File: src/sv/dcfe_pkg.sv
package dcfe_pkg;

  localparam int unsigned StickWidth = 8;
  localparam int unsigned ByteWidth  = 8;
  localparam int unsigned LimitWidth = 7;
  localparam int unsigned SumWidth   = StickWidth + 1;
  localparam int unsigned DataWidth  = 2 * ByteWidth;

  localparam logic [31:0] CrcPoly = 32'h04C1_1DB7;
  localparam logic [31:0] CrcInit = 32'hFFFF_FFFF;

  localparam logic [ByteWidth-1:0]  FrameHeader = 8'hFF;
  localparam logic [ByteWidth-1:0]  WheelOffset = 8'd100;
  localparam logic [ByteWidth-1:0]  WheelMax    = 8'd200;
  localparam logic [LimitWidth-1:0] LimitMax    = 7'd100;
  localparam logic [LimitWidth-1:0] LimitReset  = 7'd60;

  // byte positions within a frame
  typedef enum logic [1:0] {
    POS_HEADER = 2'd0,
    POS_LEFT   = 2'd1,
    POS_RIGHT  = 2'd2,
    POS_CHECK  = 2'd3
  } frame_pos_t;

  // one encoded frame, header implied
  typedef struct packed {
    logic [ByteWidth-1:0] left;
    logic [ByteWidth-1:0] right;
    logic [ByteWidth-1:0] check;
  } frame_t;

  // msb-first crc over one 32-bit word, low byte of the remainder
  function automatic logic [7:0] crc_low(input logic [31:0] init, input logic [31:0] word);
    logic [31:0] crc;
    crc = init ^ word;
    for (int i = 0; i < 32; i++) begin
      crc = crc[31] ? ((crc << 1) ^ CrcPoly) : (crc << 1);
    end
    return crc[7:0];
  endfunction

  // contribution of each data bit to the check byte, worked out at elaboration
  function automatic logic [DataWidth-1:0][7:0] crc_masks();
    logic [DataWidth-1:0][7:0] m;
    for (int j = 0; j < DataWidth; j++) begin
      m[j] = crc_low(32'h0, 32'h1 << (j + 16));
    end
    return m;
  endfunction

  localparam logic [7:0] CrcBase = crc_low(CrcInit, 32'h0);
  localparam logic [DataWidth-1:0][7:0] CrcMask = crc_masks();

endpackage

File: src/sv/dcfe_if.sv
// joystick sample channel
interface dcfe_stick_if import dcfe_pkg::*; ();
  logic                         valid;
  logic                         ready;
  logic signed [StickWidth-1:0] stick_x;
  logic signed [StickWidth-1:0] stick_y;
  modport source (output valid, stick_x, stick_y, input ready);
  modport sink (input valid, stick_x, stick_y, output ready);
endinterface

// frame byte channel
interface dcfe_frame_if import dcfe_pkg::*; ();
  logic                 valid;
  logic                 ready;
  logic [ByteWidth-1:0] frame_byte;
  logic                 frame_last;
  modport source (output valid, frame_byte, frame_last, input ready);
  modport sink (input valid, frame_byte, frame_last, output ready);
endinterface

// speed limit write channel
interface dcfe_cfg_if import dcfe_pkg::*; ();
  logic                  valid;
  logic                  ready;
  logic [LimitWidth-1:0] speed_limit;
  modport source (output valid, speed_limit, input ready);
  modport sink (input valid, speed_limit, output ready);
endinterface

File: src/sv/drive_command_frame_encoder.sv
// a sample is held in the input register, then loaded into the frame register, whose
// header byte is the first byte offered on the output
// each sample becomes one frame of four bytes; the byte serialiser and any output
// stall set the sample rate
// a sample is taken while the previous frame is still being sent
// reset: synchronous, active high; empties both registers, speed limit back to 60
module drive_command_frame_encoder import dcfe_pkg::*; (
  input  logic clk,
  input  logic rst,
  dcfe_cfg_if.sink     cfg,
  dcfe_stick_if.sink   stick,
  dcfe_frame_if.source frame
);

  logic [LimitWidth-1:0]        speed_limit;
  logic                         in_valid;
  logic signed [StickWidth-1:0] in_x;
  logic signed [StickWidth-1:0] in_y;
  frame_t                       mixed;
  logic                         item_ready;

  // configuration register, always writable
  assign cfg.ready = 1'b1;

  always_ff @(posedge clk) begin
    if (rst) begin
      speed_limit <= LimitReset;
    end else if (cfg.valid) begin
      speed_limit <= cfg.speed_limit;
    end
  end

  // input register
  assign stick.ready = !in_valid || item_ready;

  always_ff @(posedge clk) begin
    if (rst) begin
      in_valid <= 1'b0;
    end else if (stick.ready) begin
      in_valid <= stick.valid;
    end
  end

  always_ff @(posedge clk) begin
    if (stick.valid && stick.ready) begin
      in_x <= stick.stick_x;
      in_y <= stick.stick_y;
    end
  end

  // mix, clamp and check byte
  dcfe_mix u_mix (
    .stick_x     (in_x),
    .stick_y     (in_y),
    .speed_limit (speed_limit),
    .frame       (mixed)
  );

  // frame register and byte output
  dcfe_serial u_serial (
    .clk        (clk),
    .rst        (rst),
    .item_valid (in_valid),
    .item       (mixed),
    .item_ready (item_ready),
    .frame      (frame)
  );

endmodule

File: src/sv/dcfe_mix.sv
module dcfe_mix import dcfe_pkg::*; (
  input  logic signed [StickWidth-1:0] stick_x,
  input  logic signed [StickWidth-1:0] stick_y,
  input  logic [LimitWidth-1:0]        speed_limit,
  output frame_t                       frame
);

  logic [LimitWidth-1:0]      lim;
  logic signed [SumWidth-1:0] lim_pos;
  logic signed [SumWidth-1:0] lim_neg;
  logic signed [SumWidth-1:0] sum_left;
  logic signed [SumWidth-1:0] sum_right;
  logic [DataWidth-1:0]       data;
  logic [ByteWidth-1:0]       check;

  // clamp a wheel value and shift it into one byte
  function automatic logic [ByteWidth-1:0] wheel_byte(
    input logic signed [SumWidth-1:0] v,
    input logic signed [SumWidth-1:0] hi,
    input logic signed [SumWidth-1:0] lo
  );
    logic signed [SumWidth-1:0] c;
    if (v > hi) begin
      c = hi;
    end else if (v < lo) begin
      c = lo;
    end else begin
      c = v;
    end
    return c[ByteWidth-1:0] + WheelOffset;
  endfunction

  // limit saturates at its ceiling
  assign lim     = (speed_limit > LimitMax) ? LimitMax : speed_limit;
  assign lim_pos = $signed({{(SumWidth-LimitWidth){1'b0}}, lim});
  assign lim_neg = -lim_pos;

  // differential mix
  assign sum_left  = SumWidth'(stick_x) + SumWidth'(stick_y);
  assign sum_right = SumWidth'(stick_y) - SumWidth'(stick_x);

  assign frame.left  = wheel_byte(sum_left, lim_pos, lim_neg);
  assign frame.right = wheel_byte(sum_right, lim_pos, lim_neg);

  // check byte as an affine map of the two wheel bytes
  assign data = {frame.left, frame.right};

  always_comb begin
    check = CrcBase;
    for (int j = 0; j < DataWidth; j++) begin
      if (data[j]) begin
        check = check ^ CrcMask[j];
      end
    end
  end

  assign frame.check = check;

endmodule

File: src/sv/dcfe_serial.sv
module dcfe_serial import dcfe_pkg::*; (
  input  logic   clk,
  input  logic   rst,
  input  logic   item_valid,
  input  frame_t item,
  output logic   item_ready,
  dcfe_frame_if.source frame
);

  logic       busy;
  frame_t     held;
  frame_pos_t pos;
  logic       last_taken;
  logic       load;

  // a new frame enters when the register is empty or its check byte leaves
  assign last_taken = busy && frame.ready && (pos == POS_CHECK);
  assign item_ready = !busy || last_taken;
  assign load       = item_valid && item_ready;

  // frame register and byte position
  always_ff @(posedge clk) begin
    if (rst) begin
      busy <= 1'b0;
      pos  <= POS_HEADER;
    end else if (load) begin
      busy <= 1'b1;
      pos  <= POS_HEADER;
    end else if (last_taken) begin
      busy <= 1'b0;
      pos  <= POS_HEADER;
    end else if (busy && frame.ready) begin
      pos <= frame_pos_t'(pos + 2'd1);
    end
  end

  always_ff @(posedge clk) begin
    if (load) begin
      held <= item;
    end
  end

  // byte select
  always_comb begin
    unique case (pos)
      POS_HEADER: frame.frame_byte = FrameHeader;
      POS_LEFT:   frame.frame_byte = held.left;
      POS_RIGHT:  frame.frame_byte = held.right;
      POS_CHECK:  frame.frame_byte = held.check;
      default:    frame.frame_byte = FrameHeader;
    endcase
  end

  assign frame.valid      = busy;
  assign frame.frame_last = busy && (pos == POS_CHECK);

  // a frame is never replaced before its check byte has gone
  a_no_overwrite: assert property (@(posedge clk) disable iff (rst)
    load && busy |-> last_taken)
    else $error("frame replaced mid transmission");

  // each frame opens with the header after a load
  a_header_first: assert property (@(posedge clk) disable iff (rst)
    load |=> frame.valid && frame.frame_byte == FrameHeader && !frame.frame_last)
    else $error("frame does not start with header");

  // wheel bytes stay within the clamped range
  a_wheel_range: assert property (@(posedge clk) disable iff (rst)
    busy && (pos == POS_LEFT || pos == POS_RIGHT) |-> frame.frame_byte <= WheelMax)
    else $error("wheel byte out of range");

  // position advances only on an accepted byte
  a_pos_hold: assert property (@(posedge clk) disable iff (rst)
    busy && !frame.ready |=> $stable(pos) && busy)
    else $error("byte position moved while stalled");

endmodule

File: src/flat_wrapper.sv
// flat-port wrapper written by rule: the top's interface ports become plain ports
module drive_command_frame_encoder_flat import dcfe_pkg::*;
  (clk, rst, cfg_valid, cfg_speed_limit, cfg_ready, stick_valid, stick_stick_x, stick_stick_y, stick_ready, frame_valid, frame_frame_byte, frame_frame_last, frame_ready);
  dcfe_cfg_if cfg_i ();
  dcfe_stick_if stick_i ();
  dcfe_frame_if frame_i ();
  input  logic clk;
  input  logic rst;
  input wire logic [$bits(cfg_i.valid)-1:0] cfg_valid;
  input wire logic [$bits(cfg_i.speed_limit)-1:0] cfg_speed_limit;
  output wire logic [$bits(cfg_i.ready)-1:0] cfg_ready;
  input wire logic [$bits(stick_i.valid)-1:0] stick_valid;
  input wire logic [$bits(stick_i.stick_x)-1:0] stick_stick_x;
  input wire logic [$bits(stick_i.stick_y)-1:0] stick_stick_y;
  output wire logic [$bits(stick_i.ready)-1:0] stick_ready;
  output wire logic [$bits(frame_i.valid)-1:0] frame_valid;
  output wire logic [$bits(frame_i.frame_byte)-1:0] frame_frame_byte;
  output wire logic [$bits(frame_i.frame_last)-1:0] frame_frame_last;
  input wire logic [$bits(frame_i.ready)-1:0] frame_ready;
  assign cfg_i.valid = cfg_valid;
  assign cfg_i.speed_limit = cfg_speed_limit;
  assign cfg_ready = cfg_i.ready;
  assign stick_i.valid = stick_valid;
  assign stick_i.stick_x = stick_stick_x;
  assign stick_i.stick_y = stick_stick_y;
  assign stick_ready = stick_i.ready;
  assign frame_valid = frame_i.valid;
  assign frame_frame_byte = frame_i.frame_byte;
  assign frame_frame_last = frame_i.frame_last;
  assign frame_i.ready = frame_ready;
  drive_command_frame_encoder u_core (.clk(clk), .rst(rst), .cfg(cfg_i), .stick(stick_i), .frame(frame_i));
endmodule
File: config.mk
export PLATFORM = sky130hd
export DESIGN_NAME = drive_command_frame_encoder_flat
export DESIGN_NICKNAME = d
export VERILOG_FILES = /design/src/sv/dcfe_pkg.sv /design/src/sv/dcfe_if.sv /design/src/sv/drive_command_frame_encoder.sv /design/src/sv/dcfe_mix.sv /design/src/sv/dcfe_serial.sv /design/src/flat_wrapper.sv
export SDC_FILE = /design/constraint.sdc
export NUM_CORES = 1
export LEC_CHECK = 0
export ABC_CLOCK_PERIOD_IN_PS = 9650
export BUFFER_PORTS_ARGS = -buffer_cell sky130_fd_sc_hd__buf_2
export CORE_MARGIN = 5
export CORE_UTILIZATION = 65
export DETAILED_ROUTE_END_ITERATION = 16
export PLACE_DENSITY = 0.86
export SYNTH_ARGS = -nofsm -noshare
export SYNTH_HDL_FRONTEND = slang
export SYNTH_SLANG_ARGS = --single-unit
File: constraint.sdc
create_clock -name clk -period 9.65 [get_ports clk]
set_input_delay 0.965 -clock clk [delete_from_list [all_inputs] [get_ports clk]]
set_output_delay 0.965 -clock clk [all_outputs]
set_load 0.02 [all_outputs]
### After elaboration in Yosys (flattened, before gate mapping)

Index checks and enable logic that the tools add are counted.

* bits in latches: 0
* bits in writable memories: 0
* flip-flop bits (word level): 51
* bits of input ports: 28
* word-level logic and storage cells: 74
* memories kept: 0
* output and inout bits: 12
* ROM bits: 0

* shift-type cells: 0
* order comparisons: 5
* bitwise logic cells: 15
* equality and inequality tests: 3
* multipliers: 0
* mux-type cells: 24
* reduce and logical (&&, ||, !) cells: 12
* add/sub/neg operators: 6
* divide/modulo/power cells: 0

Operator list (count)
* 8-bit two-way mux: 12
* 8-bit one-hot mux with 4 select lines: 1
* 7-bit two-way mux: 3
* 9-bit by 8-bit > comparator with 1-bit output: 2
* 9-bit less-than comparator: 2
* 8-bit by 7-bit adder with 8-bit output, second input constant: 2
* 3-bit inverter: 5
* 4-bit inverter: 3
* 5-bit two-way mux: 2
* 5-bit inverter: 2
* 8-bit by 8-bit adder with 9-bit output: 1
* 7-bit negation with 9-bit output: 1
* 8-bit by 8-bit subtractor with 9-bit output: 1
* 4-bit two-way mux: 2
* 7-bit > comparator, second input constant: 1
* 6-bit two-way mux: 1
* 2-bit inverter: 3
* 6-bit inverter: 1
* 1-bit logical AND: 5
* 2-bit equality test, second input constant: 2
* 3-bit two-way mux: 1
* 3-bit OR reduction: 1
* 2-bit by 1-bit adder with 2-bit output, second input constant: 1
* 2-bit by 1-bit equality test with 1-bit output, second input constant: 1
* 6 further kinds: 9

### Longest topological paths before layout

Gate-level depths: netlist of the first run.

* depth after elaboration: 38
* depth in mapped cells: 24
* gate-level depth less buffers: 23

### Hierarchy

A second synthesis of the first run with hierarchy kept.

* cells, all modules: 472
* area total of the unflattened synthesis: 4593.2 um^2

Modules (own cells, without submodules)
* dcfe_mix: instances 1, area each 2710.1 um^2, seq. area each 0.0 um^2, cells each 352
* dcfe_serial: instances 1, area each 1083.5 um^2, seq. area each 780.7 um^2, cells each 74
* drive_command_frame_encoder: instances 1, area each 799.5 um^2, seq. area each 640.6 um^2, cells each 46

### Least setup slack after synthesis of the first run

No wires, ideal clock.

* kind: register to register
* start point: register u_core.in_y[0]
* end point: register u_core.u_serial.held[6] in the netlist's numbering, data pin
* clock period less this slack: 5.230 ns
* arrival: 4.965 ns
* data required time: 9.385 ns
* library setup time: 0.265 ns
* stages on the path, launching flop included: 21
* path buffers: 1
* path slack: 4.420 ns
* cells stage by stage: edfxtp_1 ha_1 fa_1 nand2b_4 a21oi_2 a21o_4 a2111oi_0 a21o_1 ha_1 nand2b_1 o211a_1 a32oi_1 and2_1 buf_6 mux2_4 a221o_4 clkinv_1 nor4b_1 or4_4 xnor3_2 xnor2_1

RTL lines
* start, declared: RTL line drive_command_frame_encoder.sv:18 `logic signed [StickWidth-1:0] in_y;`
* start signal, assigned: RTL line drive_command_frame_encoder.sv:47 `in_y <= stick.stick_y;`
* end signal, assigned: RTL line dcfe_serial.sv:39 `held <= item;`
* end, declared: RTL line dcfe_serial.sv:11 `frame_t held;`

==> metrics.yaml, run 1 <==
detailed_routing:
  finalWirelength_mm: 8.97
  num_vias: 3345
  wire_per_inst_um: 16.3
  drt_iter0_drc: 222
  route.detailed.drc: 0
  ant_nets: 0
  drt_pass_1_iters: 5
  via_per_inst: 6.07
yosys:
  synthDominantAreaCellType: "sky130_fd_sc_hd__edfxtp_1"
  yosys-top-cells-count: "sky130_fd_sc_hd__ha_1, sky130_fd_sc_hd__edfxtp_1, sky130_fd_sc_hd__nand2_1"
  yosys.area.top_type_share_pct: 27.8
  synth.net_count: 518
  netlist_top_cells_area: "sky130_fd_sc_hd__edfxtp_1, sky130_fd_sc_hd__ha_1, sky130_fd_sc_hd__xnor2_1"
  async_s_r_ff_share_synth_pct: 0
  synth.yosys.warnings: 0
  yosysSeqAreaShare_pct: 32.9
  synth.cell_area_mm2: 0.00433
  yosys.cell_count.top_type: "sky130_fd_sc_hd__ha_1"
  syn-mean-instance-area_um2: 9.76
  synth-main-ff-cell: "sky130_fd_sc_hd__edfxtp_1"
  postSynthRegisterBits: 51
  edff_count_synth: 40
  ys_types: 75
  synth_cells: 443
floorplanning:
  start_util_pct: 67.3
  width_of_the_chip_um: 91.6
  die_area_mm2: 0.00839
  io-pin-count: 40
  total_number_of_placement_rows: 29
  coreArea_mm2: 0.00642
  fp.dieH_um: 91.6
critical_path:
  worst-endpoint-arrival_ps: 5990
  crit_fanout: 10
  start_kind: "register"
  critical_path_sink_type: "register"
  ff2ff_setup_slack_ps: 3720
  critical_path_required_ps: 9710
  timing.setup.critical_path_class: "register to register"
placed_design:
  detailed_place_hpwl_mm: 7.17
  place.port_buffers: 38
  place_area_mm2: 0.00454
  last_weighted_congestion_value_of_the_routability_driven_placer: 0.986
  dp_slack_ps: 3820
  dpl.cell_count: 543
layout:
  count_of_filler_cells_inserted_in_the_layout: 467
  utilization_pct: 72.4
  register_area_mm2: 0.00142
  stdcell_count: 551
  multi_input_area_mm2: 0.00268
  fin_nets: 548
  post_route_cells_drive_above_1_share_pct: 14.8
  diodes: 0
  area.growth.synth_to_final_pct: 7.43
  stdcell_area_mm2: 0.00465
timing:
  clock.fmax_mhz: 169
  timing.final.setup_violations: 0
  hold_viol: 0
  worst_slew_pin_slew_ps: 1070
  setup_repair_after_global_routing_missed_its_margin: "false"
  layout_min_cycle_time_ps: 5930
  layout_worst_path_cycle_share_pct: 61.4
  slew_violations: 0
  clock_skew_ps: 9.36
  relSlewSlack_pct: 28.0
  setup_ws_ps: 3720
  setup_total_negative_slack_ps: 0
  hold-worst-slack_ps: 515
grt:
  first_global_vias: 3307
  antenna_violations_before_repair: 0
  grtUsageTotal_pct: 22.3
  grt.met3_usage_pct: 3.88
  grt_util_met2_pct: 41.3
  grt_remaining_overflow: 0
  global_route.usage.met1_pct: 26.1
  first_pass_grt_wire_length_mm: 15.2
  grt_max_degree: 25
  grt-busiest-layer: "met2"
power_and_ir_drop:
  powerDensity_mw_per_mm2: 253
  post-layout-total-power_mw: 1.18
  vdd_drop_max_mv: 0.117
  power_leakage_nw: 1.97
cts:
  cts-resized-gates: 0
  cts_sinks: 51
  cts_setup_buffers: 0
  ctsHoldBuffers: 0
  cts_tree: "done"
  cts-root-to-sink-buffers: 2
  clk_root_buffer_cell: "sky130_fd_sc_hd__clkbuf_8"
  cts.clk_slew.worst_paths_ps: 100
  cts-buffers-inserted: 5
  max_h_tree_level: 2
  clk_latency_worst_skew_pair_ps: 310
run:
  max_cap_viols: 0
min_path:
  hold_class: "register to register"
run_status:
  status: "finished clean"
[path summary, 6_finish.rpt]
path,depth (start not counted),end,from
worst min-delay path,2,u_core.u_serial.pos[1],u_core.u_serial.pos[1]
worst min register to register,2,u_core.u_serial.pos[1],u_core.u_serial.pos[1]
worst max-delay path,18,u_core.u_serial.held[4],u_core.in_y[5]
worst max register to register,18,u_core.u_serial.held[4],u_core.in_y[5]
[kinds of logic after synthesis]
logic type                 share of synthesized area, %
AOI/OAI and AO/OA                                  20.0
xor gates and xnor gates                           11.7
adders and majority gates                          13.9
buffers and inverters                              5.15
DFF                                                32.9
muxes                                              3.88
other                                            0.0867
and+or+nand+nor                                    12.4
[area by class of cell]
cell class / count / share of cell area, %
Clock inverter: 2 / 0.781
Inverter: 35 / 2.83
Multi-Input combinational cell: 340 / 57.8
Clock buffer: 6 / 1.56
Tap cell: 77 / 2.07
Sequential cell: 51 / 30.6
Timing Repair Buffer: 40 / 4.42
[cells in the final DEF (no fill, tap or decap), drive strengths merged, types with 11 or more instances in the layout]
cell,count
dfxtp,11
nor2,32
inv,34
xnor2,27
ha,45
buf,40
o21ai,16
nand2,38
xor2,16
edfxtp,40
a21oi,37
mux2i,13
[report_power, final]
part	total, mW	internal, mW	switching [mW]
combinational	0.680	0.328	0.352
sequential	0.346	0.330	0.0166
clock	0.149	0.0776	0.0709
total	1.18	0.735	0.440
[flip-flops by register name (all words and copies together), names as in the netlist]
signal / flops
u_core.u_serial.frame.valid: 1
u_core.u_serial.held: 24
u_core.u_serial.pos: 2
u_core.in_valid: 1
u_core.in_x: 8
u_core.in_y: 8
u_core.speed_limit: 7
[worst max-delay path, stage by stage, from the launching register on]
cell	delay [ps]
sky130_fd_sc_hd__edfxtp_1	400
sky130_fd_sc_hd__ha_1	460
sky130_fd_sc_hd__nor2_2	100
sky130_fd_sc_hd__a211o_1	320
sky130_fd_sc_hd__a21o_4	210
sky130_fd_sc_hd__a2111oi_0	420
sky130_fd_sc_hd__a21o_1	180
sky130_fd_sc_hd__ha_1	220
sky130_fd_sc_hd__nand2b_1	110
sky130_fd_sc_hd__a311o_1	340
sky130_fd_sc_hd__a32oi_1	290
sky130_fd_sc_hd__and2_1	490
sky130_fd_sc_hd__mux2_4	350
sky130_fd_sc_hd__a221o_4	400
sky130_fd_sc_hd__ha_1	240
sky130_fd_sc_hd__a21oi_1	160
sky130_fd_sc_hd__xor2_1	340
sky130_fd_sc_hd__xnor2_1	250
sky130_fd_sc_hd__xnor3_1	400
[per-layer routing]
layer	share of wire, %	wire [µm]
met3	4.4	397
met5	0	0
met1	42	3770
met4	2.6	234
met2	51	4570
(Power assumes the default switching activity.)
==> run 2: changes to the inputs <==
- ABC_CLOCK_PERIOD_IN_PS: 9650 -> 4900
- CORE_UTILIZATION: 65 -> 55
- PLACE_DENSITY: 0.86 -> 0.78
- clock period: 9.65 -> 4.9 ns (I/O delays scaled with it)
==> run 2 against run 1 <==
  * Power grew 130%
  * Clock power grew 99%
  * Die area grew 16%
  * Count of clock-buffer cells in the layout is the same
  * The run now ends with negative setup slack left
  * Wire length grew 14%
  * Setup slack lost 3800 ps
  * Register-to-register slack lost 3800 ps
  * First-iteration DRC count shrank 16%
  * Final area grew 16%
==> metrics.yaml, run 2 (synthesis results as in run 1) <==
timing:
  worst_slew_pin_slew_ps: 1080  # +1.31 ps
  layout_worst_path_cycle_share_pct: 101  # +39 points
  slew_violations: 0  # unchanged
  clock.fmax_mhz: 203  # +20%
  hold_viol: 0  # unchanged
  relSlewSlack_pct: 28.0  # -0.088 points
  setup_repair_after_global_routing_missed_its_margin: "true"
  hold-worst-slack_ps: 348  # -167 ps
  timing.final.setup_violations: 6  # +6
  layout_min_cycle_time_ps: 4930  # -996 ps
  clock_skew_ps: 5.15  # -4.21 ps
  setup_ws_ps: -29.6  # -3750 ps
grt:
  antenna_violations_before_repair: 0  # unchanged
  grt_max_degree: 25  # unchanged
  grt_remaining_overflow: 0  # unchanged
  first_global_vias: 3748  # +13%
  grtUsageTotal_pct: 21.2  # -1.0 points
  first_pass_grt_wire_length_mm: 16.9  # +11%
min_path:
  timing.hold.worst_path_depth: 1  # -1
  hold_class: "input pin to register"
critical_path:
  crit_fanout: 5  # -5
  timing.setup.critical_path_class: "register to register"
  critical-path-slowest-cell: "sky130_fd_sc_hd__a221o_4"
  critical_path_required_ps: 4960  # -4750 ps
  critical_path_depth: 18  # unchanged
  worst-endpoint-arrival_ps: 4990  # -1000 ps
  slowest_delay_ps: 460  # -30 ps
  cp_common_cell: "sky130_fd_sc_hd__nand2b_4"
  start_kind: "register"
  crit_chain: "ha_2, fa_2, nand2b_4, a21oi_4, a21o_4, a2111oi_4, a21o_1, ha_4, nand2b_4, o211a_1, a32oi_2, and2_4, mux2_4, a221o_4, a311oi_4, xor2_4, xnor2_2, xnor3_1"
  ff2ff_path_depth: 18  # unchanged
  cp_top_family: "compound AO/OA/AOI/OAI gates"
  critical_path_sink_type: "register"
  worst-path-buf-inv: 0  # unchanged
cts:
  cts.clk_slew.worst_paths_ps: 90  # about the same
  clk_root_buffer_cell: "sky130_fd_sc_hd__clkbuf_8"
  cts_sinks: 51  # unchanged
  max_h_tree_level: 2  # unchanged
  cts_tree: "done"
  cts-root-to-sink-buffers: 2  # unchanged
  clk_latency_worst_skew_pair_ps: 310  # about the same
  ctsHoldBuffers: 0  # unchanged
  cts-buffers-inserted: 5  # unchanged
layout:
  utilization_pct: 70.3  # -2.0 points
  count_of_filler_cells_inserted_in_the_layout: 581  # +24%
  final_common_cell: "sky130_fd_sc_hd__buf_4"
  fin_nets: 613  # +12%
  diodes: 0  # unchanged
  largest_reg_flops: 24  # unchanged
  post_route_cells_drive_above_1_share_pct: 31.0  # +16 points
  area.growth.synth_to_final_pct: 25.0
  registers.top_by_ff_count: "u_core.u_serial.held"
  reg_top3: "u_core.u_serial.held: 24 flops, u_core.in_x: 8 flops, u_core.in_y: 8 flops"
  mostFrequentLayoutCells: "sky130_fd_sc_hd__buf_4, sky130_fd_sc_hd__ha_1, sky130_fd_sc_hd__edfxtp_1"
run:
  max_cap_viols: 0  # unchanged
floorplanning:
  total_number_of_placement_rows: 32  # +10%
  fp.dieH_um: 98.7  # +7.8%
  die_area_mm2: 0.00974  # +16%
  coreArea_mm2: 0.00769  # +20%
  io-pin-count: 40  # unchanged
  width_of_the_chip_um: 98.7  # +7.8%
  start_util_pct: 56.3  # -11 points
power_and_ir_drop:
  post-layout-total-power_mw: 2.74  # +130%
  vdd_drop_max_mv: 0.248  # +110%
  powerDensity_mw_per_mm2: 506  # +100%
  power_leakage_nw: 2.33  # +18%
placed_design:
  last_weighted_congestion_value_of_the_routability_driven_placer: 0.905  # -8.2%
  detailed_place_hpwl_mm: 8.14  # +14%
  place.port_buffers: 38  # unchanged
detailed_routing:
  num_vias: 3638  # +8.8%
  drt_pass_1_iters: 5  # unchanged
  route.detailed.drc: 0  # unchanged
  finalWirelength_mm: 10.2  # +14%
  via_per_inst: 5.68  # -6.5%
  drt_iter0_drc: 187  # -16%
  wire_per_inst_um: 16.0  # -1.9%
  ant_nets: 0  # unchanged
run_status:
  violations: "negative setup slack"
  status: "complete, but fails checks"
-- run 2: cell count changes in the layout (fill, tap and decap cells not counted), moves of 4 or more --
cell and delta:
sky130_fd_sc_hd__xnor2_2 +4, sky130_fd_sc_hd__xnor2_1 -5, sky130_fd_sc_hd__buf_4 +62, sky130_fd_sc_hd__ha_1 -5, sky130_fd_sc_hd__a21oi_1 -5
-- run 2: metal layers --
layer	share of wire, %	track usage [%]	up-vias
met5	0	0	-
met4	4.2	10.2	0
met3	4.3	3.04	40
met2	54	40.3	116
met1	37	22.9	1687
li1	-	-	1795
-- run 2: final timing paths --
| path | endpoint | start | slack [ps] |
|---|---|---|---|
| setup / recovery | u_core.u_serial.held[4] | u_core.in_x[0] | -30 |
| hold / removal | u_core.in_y[5] | stick_stick_y[5] | 350 |
| setup reg to reg | u_core.u_serial.held[4] | u_core.in_x[0] | -30 |
| hold reg to reg | u_core.u_serial.pos[1] | u_core.u_serial.pos[1] | 510 |
-- run 2: what timing repair did --
action / in CTS / in global routing
resized for setup: 7 / 17
setup buffers: 10 / 5
endpoints found under the setup margin: 6 / 7
pin swaps: 15 / 10
-- run 2: per-stage QoR --
stage               TNS, ps  cells  setup slack [ps]  area (µm²)
finish                -80.1    641             -29.6        5410
global route           -976    641              -167        5410
CTS                   -13.6    637             -13.6        5300
detailed placement    -65.0    619             -22.8        5080
global placement          0    619              55.5        5080
floorplan             -71.4    443             -38.3        4440
-- run 2: final cells by class --
cell class                 instances  area, µm²  area share, %
tap                              102        128           2.36
inverter                          35        136           2.52
multi-input combinational        340       2900           53.6
sequential                        51       1420           26.3
clock buffer                       6       72.6           1.34
clock inverter                     2       36.3          0.671
timing repair buffer             105        713           13.2
-- run 2: power breakdown --
group          internal [mW]  total (mW)  leakage [nW]  switching (mW)
logic                  0.937        1.77          1.80           0.831
registers              0.649       0.674         0.471          0.0252
clock network          0.153       0.297        0.0557           0.144
total                   1.74        2.74          2.33           0.999
